===== config.mk =====
export PLATFORM = sky130hd
export DESIGN_NAME = stream_reassembly_tracker
export DESIGN_NICKNAME = d
export VERILOG_FILES = /design/src/rtl/core/srt_pkg.sv /design/src/rtl/core/stream_reassembly_tracker.sv
export VERILOG_INCLUDE_DIRS = /design/src /design/src/rtl/core
export SDC_FILE = /design/constraint.sdc
export NUM_CORES = 2
export LEC_CHECK = 0
export BUFFER_PORTS_ARGS = -buffer_cell sky130_fd_sc_hd__buf_2
export CORE_MARGIN = 2
export CORE_UTILIZATION = 31
export DETAILED_ROUTE_END_ITERATION = 10
export PLACE_DENSITY = 0.55
export SKIP_LAST_GASP = 1
export SLEW_MARGIN = 5
export SYNTH_ARGS = -nofsm -noshare
export SYNTH_HDL_FRONTEND = slang
export SYNTH_SLANG_ARGS = --single-unit

===== constraint.sdc =====
create_clock -name clk_i -period 12.25 [get_ports clk_i]
set_clock_uncertainty 0.15 [all_clocks]
set_input_delay 2.45 -clock clk_i [delete_from_list [all_inputs] [get_ports clk_i]]
set_output_delay 2.45 -clock clk_i [all_outputs]
set_load 0.05 [all_outputs]

===== src/rtl/core/stream_reassembly_tracker_defines.svh =====
// Assertion macros for the stream reassembly tracker.
// Used by rtl/core modules that check their own control logic; no dependencies.
`ifndef STREAM_REASSEMBLY_TRACKER_DEFINES_SVH
`define STREAM_REASSEMBLY_TRACKER_DEFINES_SVH

`ifndef ASSERT_OFF
`define SRT_ASSERT(lbl, prop, msg) \
  lbl: assert property (@(posedge clk_i) disable iff (!rst_ni) prop) else $error(msg);
`define SRT_ASSERT_NR(lbl, prop, msg) \
  lbl: assert property (@(posedge clk_i) prop) else $error(msg);
`else
`define SRT_ASSERT(lbl, prop, msg)
`define SRT_ASSERT_NR(lbl, prop, msg)
`endif

`endif


===== src/rtl/core/srt_pkg.sv =====
// Shared types and constants for the stream reassembly tracker.
// No dependencies.
package srt_pkg;

  localparam int unsigned OFF_W         = 62;
  localparam int unsigned LEN_W         = 16;
  localparam int unsigned SEG_SLOTS_DEF = 16;

  typedef enum logic [1:0] {
    FSM_IDLE,
    FSM_SCAN,
    FSM_EXTEND,
    FSM_RESP
  } fsm_e;

  typedef enum logic [1:0] {
    RS_RECV        = 2'd0,
    RS_SIZE_KNOWN  = 2'd1,
    RS_DATA_RECVD  = 2'd2,
    RS_RESET_RECVD = 2'd3
  } recv_state_e;

  typedef enum logic [2:0] {
    ST_INSERTED     = 3'd0,
    ST_ALREADY_READ = 3'd1,
    ST_DUPLICATE    = 3'd2,
    ST_SIZE_ERR     = 3'd3,
    ST_IGNORED      = 3'd4,
    ST_RESET_OK     = 3'd5,
    ST_TABLE_FULL   = 3'd6
  } status_e;

  function automatic logic size_known(recv_state_e rs);
    return (rs == RS_SIZE_KNOWN) || (rs == RS_DATA_RECVD);
  endfunction

endpackage


===== src/rtl/core/stream_reassembly_tracker.sv =====
// Receive reassembly tracker for one stream: segment table, contiguous end, final size.
// Depends on srt_pkg and stream_reassembly_tracker_defines.svh.
//
// Input channel: in_valid_i / in_stall_o carry one request, a data frame (offset,
// length, fin, consumer offset) or a stream reset. Output channel: out_valid_o /
// out_stall_i carry one result per request: status, contiguous end, final size,
// receive state, ready-to-read and all-received.
// Resets, repeated resets, frames after reset, overflow, final size errors and
// stale frames go from acceptance straight to the result without a memory walk.
// Other data frames walk the segment memory with one read port: one scan pass for
// the duplicate search and free slot, then, unless the frame is a duplicate or the
// table is full, one or more merge passes until the contiguous end stops growing.
// The number of merge passes is 1 when the new segment merges nothing, otherwise
// one more than the passes in which the end grew, at most SEG_SLOTS+1.
// One request is worked on at a time; in_stall_o is high while it is in flight.
// The result sits in an output register: a new request is taken while it waits,
// and a stalled receiver only holds back the next result.
// Reset empties the table (valid bits only), clears the contiguous end and final
// size and puts the stream in the receive state. No clearing pass is needed.
`include "stream_reassembly_tracker_defines.svh"

module stream_reassembly_tracker
  import srt_pkg::*;
#(
  parameter int unsigned SEG_SLOTS = SEG_SLOTS_DEF
) (
  input  logic             clk_i,
  input  logic             rst_ni,
  input  logic             in_valid_i,
  output logic             in_stall_o,
  input  logic             cmd_i,
  input  logic [OFF_W-1:0] frame_offset_i,
  input  logic [LEN_W-1:0] frame_length_i,
  input  logic             frame_fin_i,
  input  logic [OFF_W-1:0] consumer_offset_i,
  output logic             out_valid_o,
  input  logic             out_stall_i,
  output logic [2:0]       status_o,
  output logic [OFF_W-1:0] contiguous_end_o,
  output logic [OFF_W-1:0] final_size_out_o,
  output logic [1:0]       recv_state_out_o,
  output logic             ready_to_read_o,
  output logic             all_received_o
);

  localparam int unsigned IW = $clog2(SEG_SLOTS);
  localparam int unsigned CW = $clog2(SEG_SLOTS + 1);

  fsm_e fsm_q, fsm_d;

  logic [OFF_W-1:0] off_q, off_d, end_q, end_d, cons_q, cons_d;
  logic [OFF_W-1:0] ce_q, ce_d, fs_q, fs_d;
  recv_state_e      rs_q, rs_d;

  logic [SEG_SLOTS-1:0] vld_q, vld_d, fm_q, fm_d;
  logic [OFF_W-1:0]     mem_start [SEG_SLOTS];
  logic [OFF_W-1:0]     mem_end   [SEG_SLOTS];

  logic [CW-1:0]    cnt_q, cnt_d;
  logic             rd_en, rd_vld_q;
  logic [IW-1:0]    rd_addr, rd_idx_q;
  logic [OFF_W-1:0] rd_start_q, rd_end_q;
  logic             wr_en;

  logic             near_vld_q, near_vld_d;
  logic [OFF_W-1:0] near_start_q, near_start_d, near_end_q, near_end_d;
  logic             slot_vld_q, slot_vld_d;
  logic [IW-1:0]    slot_q, slot_d;
  logic             grew_q, grew_d;

  status_e status_q, status_d;
  logic    rdy_q, rdy_d;

  logic             out_vld_q, out_vld_d;
  status_e          out_status_q;
  logic [OFF_W-1:0] out_ce_q, out_fs_q;
  recv_state_e      out_rs_q;
  logic             out_rdy_q, out_all_q;

  logic accept, go_scan, pass_done, is_dup, load_out, ev;

  assign accept    = (fsm_q == FSM_IDLE) && in_valid_i;
  assign pass_done = (cnt_q == CW'(SEG_SLOTS)) && !rd_vld_q;
  assign is_dup    = near_vld_q && (end_q <= near_end_q);
  assign load_out  = (fsm_q == FSM_RESP) && (!out_vld_q || !out_stall_i);
  assign ev        = vld_q[rd_idx_q];

  always_comb begin
    fsm_d = fsm_q;
    case (fsm_q)
      FSM_IDLE: begin
        if (in_valid_i) begin
          fsm_d = go_scan ? FSM_SCAN : FSM_RESP;
        end
      end
      FSM_SCAN: begin
        if (pass_done) begin
          fsm_d = (is_dup || !slot_vld_q) ? FSM_RESP : FSM_EXTEND;
        end
      end
      FSM_EXTEND: begin
        if (pass_done && !grew_q) begin
          fsm_d = FSM_RESP;
        end
      end
      FSM_RESP: begin
        if (load_out) begin
          fsm_d = FSM_IDLE;
        end
      end
      default: fsm_d = FSM_IDLE;
    endcase
  end

  always_comb begin
    logic [OFF_W:0]   sum;
    recv_state_e      rs_t;
    logic [OFF_W-1:0] fs_t;
    off_d        = off_q;
    end_d        = end_q;
    cons_d       = cons_q;
    ce_d         = ce_q;
    fs_d         = fs_q;
    rs_d         = rs_q;
    vld_d        = vld_q;
    fm_d         = fm_q;
    cnt_d        = cnt_q;
    rd_en        = 1'b0;
    rd_addr      = cnt_q[IW-1:0];
    wr_en        = 1'b0;
    near_vld_d   = near_vld_q;
    near_start_d = near_start_q;
    near_end_d   = near_end_q;
    slot_vld_d   = slot_vld_q;
    slot_d       = slot_q;
    grew_d       = grew_q;
    status_d     = status_q;
    rdy_d        = rdy_q;
    go_scan      = 1'b0;
    sum          = {1'b0, frame_offset_i} + {{(OFF_W + 1 - LEN_W){1'b0}}, frame_length_i};
    rs_t         = rs_q;
    fs_t         = fs_q;

    if (accept) begin
      off_d      = frame_offset_i;
      end_d      = sum[OFF_W-1:0];
      cons_d     = consumer_offset_i;
      rdy_d      = 1'b0;
      cnt_d      = '0;
      near_vld_d = 1'b0;
      slot_vld_d = 1'b0;
      if (cmd_i) begin
        if (rs_q != RS_RESET_RECVD) begin
          rs_d     = RS_RESET_RECVD;
          vld_d    = '0;
          status_d = ST_RESET_OK;
        end else begin
          status_d = ST_IGNORED;
        end
      end else if (rs_q == RS_RESET_RECVD) begin
        status_d = ST_IGNORED;
      end else if (sum[OFF_W]) begin
        status_d = ST_SIZE_ERR;
      end else if (frame_fin_i && size_known(rs_q) && (fs_q != sum[OFF_W-1:0])) begin
        status_d = ST_SIZE_ERR;
      end else begin
        if (frame_fin_i) begin
          fs_t = sum[OFF_W-1:0];
          rs_t = (rs_q == RS_RECV) ? RS_SIZE_KNOWN : rs_q;
          fs_d = fs_t;
          rs_d = rs_t;
        end
        if (size_known(rs_t) && (sum[OFF_W-1:0] > fs_t)) begin
          status_d = ST_SIZE_ERR;
        end else if (sum[OFF_W-1:0] <= ce_q) begin
          status_d = ST_ALREADY_READ;
        end else begin
          go_scan = 1'b1;
        end
      end
    end

    if ((fsm_q == FSM_SCAN || fsm_q == FSM_EXTEND) && (cnt_q < CW'(SEG_SLOTS))) begin
      rd_en = 1'b1;
      cnt_d = cnt_q + 1'b1;
    end

    if (fsm_q == FSM_SCAN) begin
      if (rd_vld_q) begin
        if (ev && (rd_start_q <= off_q)) begin
          if (!near_vld_q || (rd_start_q > near_start_q) ||
              ((rd_start_q == near_start_q) && (rd_end_q > near_end_q))) begin
            near_vld_d   = 1'b1;
            near_start_d = rd_start_q;
            near_end_d   = rd_end_q;
          end
        end
        fm_d[rd_idx_q] = ev && (rd_end_q <= ce_q);
        if (!slot_vld_q && (!ev || (rd_end_q <= ce_q))) begin
          slot_vld_d = 1'b1;
          slot_d     = rd_idx_q;
        end
      end
      if (pass_done) begin
        if (is_dup) begin
          status_d = ST_DUPLICATE;
        end else begin
          vld_d = vld_q & ~fm_q;
          if (!slot_vld_q) begin
            status_d = ST_TABLE_FULL;
          end else begin
            wr_en         = 1'b1;
            vld_d[slot_q] = 1'b1;
            cnt_d         = '0;
            grew_d        = 1'b0;
          end
        end
      end
    end

    if (fsm_q == FSM_EXTEND) begin
      if (rd_vld_q) begin
        if (ev && (rd_start_q <= ce_q) && (rd_end_q > ce_q)) begin
          ce_d   = rd_end_q;
          grew_d = 1'b1;
        end
        fm_d[rd_idx_q] = ev && (rd_end_q <= ce_q);
      end
      if (pass_done) begin
        if (grew_q) begin
          cnt_d  = '0;
          grew_d = 1'b0;
        end else begin
          vld_d    = vld_q & ~fm_q;
          status_d = ST_INSERTED;
          if (size_known(rs_q) && (fs_q == ce_q)) begin
            if (rs_q == RS_SIZE_KNOWN) begin
              rs_d = RS_DATA_RECVD;
            end
            rdy_d = 1'b1;
          end else if (cons_q < ce_q) begin
            rdy_d = 1'b1;
          end
        end
      end
    end

    out_vld_d = out_vld_q && out_stall_i;
    if (load_out) begin
      out_vld_d = 1'b1;
    end
  end

  always_ff @(posedge clk_i or negedge rst_ni) begin
    if (!rst_ni) begin
      fsm_q      <= FSM_IDLE;
      ce_q       <= '0;
      fs_q       <= '0;
      rs_q       <= RS_RECV;
      vld_q      <= '0;
      cnt_q      <= '0;
      rd_vld_q   <= 1'b0;
      near_vld_q <= 1'b0;
      slot_vld_q <= 1'b0;
      grew_q     <= 1'b0;
      out_vld_q  <= 1'b0;
    end else begin
      fsm_q      <= fsm_d;
      ce_q       <= ce_d;
      fs_q       <= fs_d;
      rs_q       <= rs_d;
      vld_q      <= vld_d;
      cnt_q      <= cnt_d;
      rd_vld_q   <= rd_en;
      near_vld_q <= near_vld_d;
      slot_vld_q <= slot_vld_d;
      grew_q     <= grew_d;
      out_vld_q  <= out_vld_d;
    end
  end

  always_ff @(posedge clk_i) begin
    off_q        <= off_d;
    end_q        <= end_d;
    cons_q       <= cons_d;
    fm_q         <= fm_d;
    near_start_q <= near_start_d;
    near_end_q   <= near_end_d;
    slot_q       <= slot_d;
    status_q     <= status_d;
    rdy_q        <= rdy_d;
    if (load_out) begin
      out_status_q <= status_q;
      out_ce_q     <= ce_q;
      out_fs_q     <= fs_q;
      out_rs_q     <= rs_q;
      out_rdy_q    <= rdy_q;
      out_all_q    <= size_known(rs_q) && (ce_q == fs_q);
    end
  end

  // segment memory: one write port, one registered read port
  always_ff @(posedge clk_i) begin
    if (wr_en) begin
      mem_start[slot_q] <= off_q;
      mem_end[slot_q]   <= end_q;
    end
    if (rd_en) begin
      rd_start_q <= mem_start[rd_addr];
      rd_end_q   <= mem_end[rd_addr];
      rd_idx_q   <= rd_addr;
    end
  end

  assign in_stall_o       = (fsm_q != FSM_IDLE);
  assign out_valid_o      = out_vld_q;
  assign status_o         = out_status_q;
  assign contiguous_end_o = out_ce_q;
  assign final_size_out_o = out_fs_q;
  assign recv_state_out_o = out_rs_q;
  assign ready_to_read_o  = out_rdy_q;
  assign all_received_o   = out_all_q;

  `SRT_ASSERT_NR(a_rdy_only_insert, (out_vld_q && out_rdy_q) |-> (out_status_q == ST_INSERTED), "ready-to-read on a request that was not inserted")
  `SRT_ASSERT(a_all_needs_size, (out_vld_q && out_all_q) |-> (out_rs_q == RS_SIZE_KNOWN || out_rs_q == RS_DATA_RECVD), "all received without a known final size")
  `SRT_ASSERT(a_ce_monotonic, ce_q >= $past(ce_q), "contiguous end moved backwards")
  `SRT_ASSERT(a_wr_slot_free, wr_en |-> slot_vld_q && !is_dup && (fsm_q == FSM_SCAN), "segment written without a free slot")

endmodule


==> reports/metrics.yaml <==
finish:
  final_util: 0.358
  ff_latch_area_mm2: 0.0811
  fin_nets: 7708
  layout_commonest_cell: "edfxtp_1"
  syn_to_final_growth_pct: 15.1
  final_cell_mix: "edfxtp_1, mux4_2, ha_1"
  fillerInstances: 35148
  finalNonFillerCells: 12237
  multi_input_area_mm2: 0.0347
  drive_gt1_frac: 0.224
clock_network:
  cts_resized: 0
  cts_buffers: 295
  cts_tree: "built"
  cts-root-buf: "clkbuf_16"
  clkTransAtPathRegs_ns: 0.06
  cts.htree.levels: 5
  clk_latency_ns: 0.93
  post_cts_buffers: 0
  cts_sinks: 2731
  holdBufCountCts: 0
  clk_path_buf_depth: 4
die:
  ios: 279
  die_y_um: 620
  start_util: 0.311
  coreArea_mm2: 0.379
  die_width_um: 620
  row_count: 226
  die_area_mm2: 0.385
sta:
  worstMarginPinSlew_ns: 1.40
  period_share: 0.719
  finalHoldViolCount: 0
  drv_slew: 0
  relSlewSlack: 0.0575
  max_freq_ghz: 0.113
  grt_setup_unrepaired: "no"
  finalSetupViolations: 0
  period_minus_slack_ns: 8.81
  fin_tns_setup_ns: 0
synth:
  seq_area_frac_synth: 0.688
  syn_avg_cell_area_um2: 18.2
  synth_area_mm2: 0.118
  yosys_register_bits: 2731
  syn_nets: 7204
  synthCells: 6476
  synth_ff_type: "edfxtp_1"
  synth_edf_count: 2557
  yosys_warnings: 0
  async_reset_ff_frac: 0.0564
  ys_types: 100
route:
  first_pass_iters: 6
  route.detailed.drc: 0
  via_count: 66516
  postRouteAntennaNets: 0
  avgRoutedWirePerCell_um: 33.5
  initialDrtViolationCount: 6992
  wl_um: 409000
  viasPerCell: 5.44
place:
  place.gp.congestion: 0.988
  dp_cells: 11699
  post-dp-hpwl_um: 275000
  port_buffers: 278
power:
  p_per_area_mw_per_mm2: 218
  p_leak_nw: 46.6
  peakVddDrop_v: 0.000232
min_path:
  hold_class: "reg -> reg"
setup_path:
  cp-end-kind: "flop"
  required_ns: 12.89
  criticalPathCategory: "in -> reg"
  crit_path_max_fanout: 13
  arrival_ns: 9.45
  worst_setup_path_start_kind: "input port"
global_route:
  grt_pass1_wl_um: 558000
  antenna_found_initial: 39
  overflow: 0
  grt_use_total: 0.210
  grt_pass1_vias: 67443
  grt_max_degree: 106
outcome:
  status: "finished clean"
job:
  maxCapViolCount: 0
## layout make-up
cell class              instances  share of cell area
flip-flops and latches       2731               0.598
diodes                         12            0.000222
inverters                     365              0.0102
clock inverters               156              0.0122
clock buffers                 370              0.0576
multi-input cells            3172               0.256
well taps                    5016              0.0463
repair buffers                415              0.0194
## cell usage after synthesis (29+ instances only)
| library cell | number | area, µm² |
|---|---|---|
| nor2b_1 | 43 | 269 |
| ha_1 | 581 | 7270 |
| inv_1 | 365 | 1370 |
| nand3_1 | 83 | 415 |
| nor4_1 | 38 | 238 |
| xnor2_1 | 102 | 893 |
| dfrtp_1 | 154 | 3850 |
| nor2_1 | 182 | 683 |
| clkbuf_1 | 124 | 465 |
| xor2_1 | 40 | 350 |
| nor3_1 | 42 | 210 |
| mux4_2 | 625 | 14100 |
| o21a_1 | 29 | 218 |
| nand4_1 | 166 | 1040 |
| edfxtp_1 | 2557 | 76800 |
| nand2_1 | 133 | 499 |
| a21oi_1 | 187 | 936 |
| o21ai_0 | 144 | 721 |
| mux2i_1 | 92 | 921 |
| a21o_1 | 200 | 1500 |
| buf_1 | 53 | 199 |
| a211oi_1 | 32 | 240 |
| mux2_2 | 83 | 935 |
## critical path, stage by stage
cell and delay, ns:
buf_2 0.11, ha_1 0.75, and4_1 0.47, nand4_1 0.32
nor3_1 0.76, a32oi_1 0.21, buf_4 0.25, nor2_1 0.41
nand3_1 0.16, xnor2_1 0.41, mux2i_1 0.19, ha_1 0.37
nor2b_1 0.14, o21ai_0 0.14, a21oi_1 0.09, o211ai_1 0.23
nand3_1 0.23, or4b_2 0.69, a211oi_1 0.24, a21o_1 0.26
o21ai_0 0.20, o311a_1 0.34
## logic make-up (layout without fill, tap and decap cells)
| group | count (synthesis) | in the layout | share of synthesized area |
|---|---|---|---|
| buf+inv | 573 | 1306 | 0.0190 |
| flops | 2731 | 2731 | 0.688 |
| mux | 801 | 801 | 0.135 |
| fa+ha+maj | 582 | 582 | 0.0619 |
| other cells | 0 | 12 | 0 |
| simple gates | 829 | 829 | 0.0372 |
| xor+xnor | 149 | 149 | 0.0119 |
| compound gates | 811 | 811 | 0.0467 |
## through the flow
stage	area, µm²	power, mW	hold WS (ns)	setup slack, ns
detailed placement	126000	20.9	0.318	2.55
finish	136000	29.5	0.333	3.44
floorplan	118000	17.5	0.252	-0.370
CTS	136000	29.7	0.332	3.50
global route	136000	30.7	0.350	3.09
global placement	126000	20.7	0.309	2.49
## path summary, 6_finish.rpt
check                                   start        endpoint  slack [ns]  cells after the start
setup / recovery           frame_offset_i[10]     status_q[0]        3.44                     22
hold / removal                        fm_q[9]         fm_q[9]        0.33                      1
setup reg to reg                     end_q[2]  mem_end[2][13]        4.56                     15
hold reg to reg                       fm_q[9]         fm_q[9]        0.33                      1
max in group asynchronous              rst_ni        fs_q[25]        9.16                      2
min in group asynchronous              rst_ni        fs_q[50]        1.42                      1
## sequential cells by signal, summed over array words and instances, names as in the netlist, 3 cells and up
register and flops:
mem_end 992, near_start_q 62, vld_q 16, status_o 3, end_q 62, mem_start 992
cnt_q 5, rd_end_q 62, cons_q 62, ce_q 62, contiguous_end_o 62, slot_q 4
near_end_q 62, rd_start_q 62, fm_q 16, final_size_out_o 62, off_q 62, rd_idx_q 4
status_q 3, fs_q 62
## metal layers
| layer | share of wire | track usage | vias up |
|---|---|---|---|
| met5 | 0.00032 | 0 | - |
| met1 | 0.40 | 0.266 | 35887 |
| met3 | 0.064 | 0.0366 | 604 |
| met2 | 0.48 | 0.347 | 2657 |
| met4 | 0.054 | 0.101 | 20 |
| li1 | - | - | 27348 |
## power by group
| group | leakage (nW) | internal, mW | switching [mW] | total, mW |
|---|---|---|---|---|
| clock | 4.60 | 5.02 | 3.82 | 8.83 |
| sequential | 24.8 | 11.4 | 1.28 | 12.6 |
| combinational | 17.2 | 3.32 | 4.69 | 8.01 |
| total | 46.6 | 19.7 | 9.79 | 29.5 |
No activity file was read; power rests on OpenSTA's default activity.
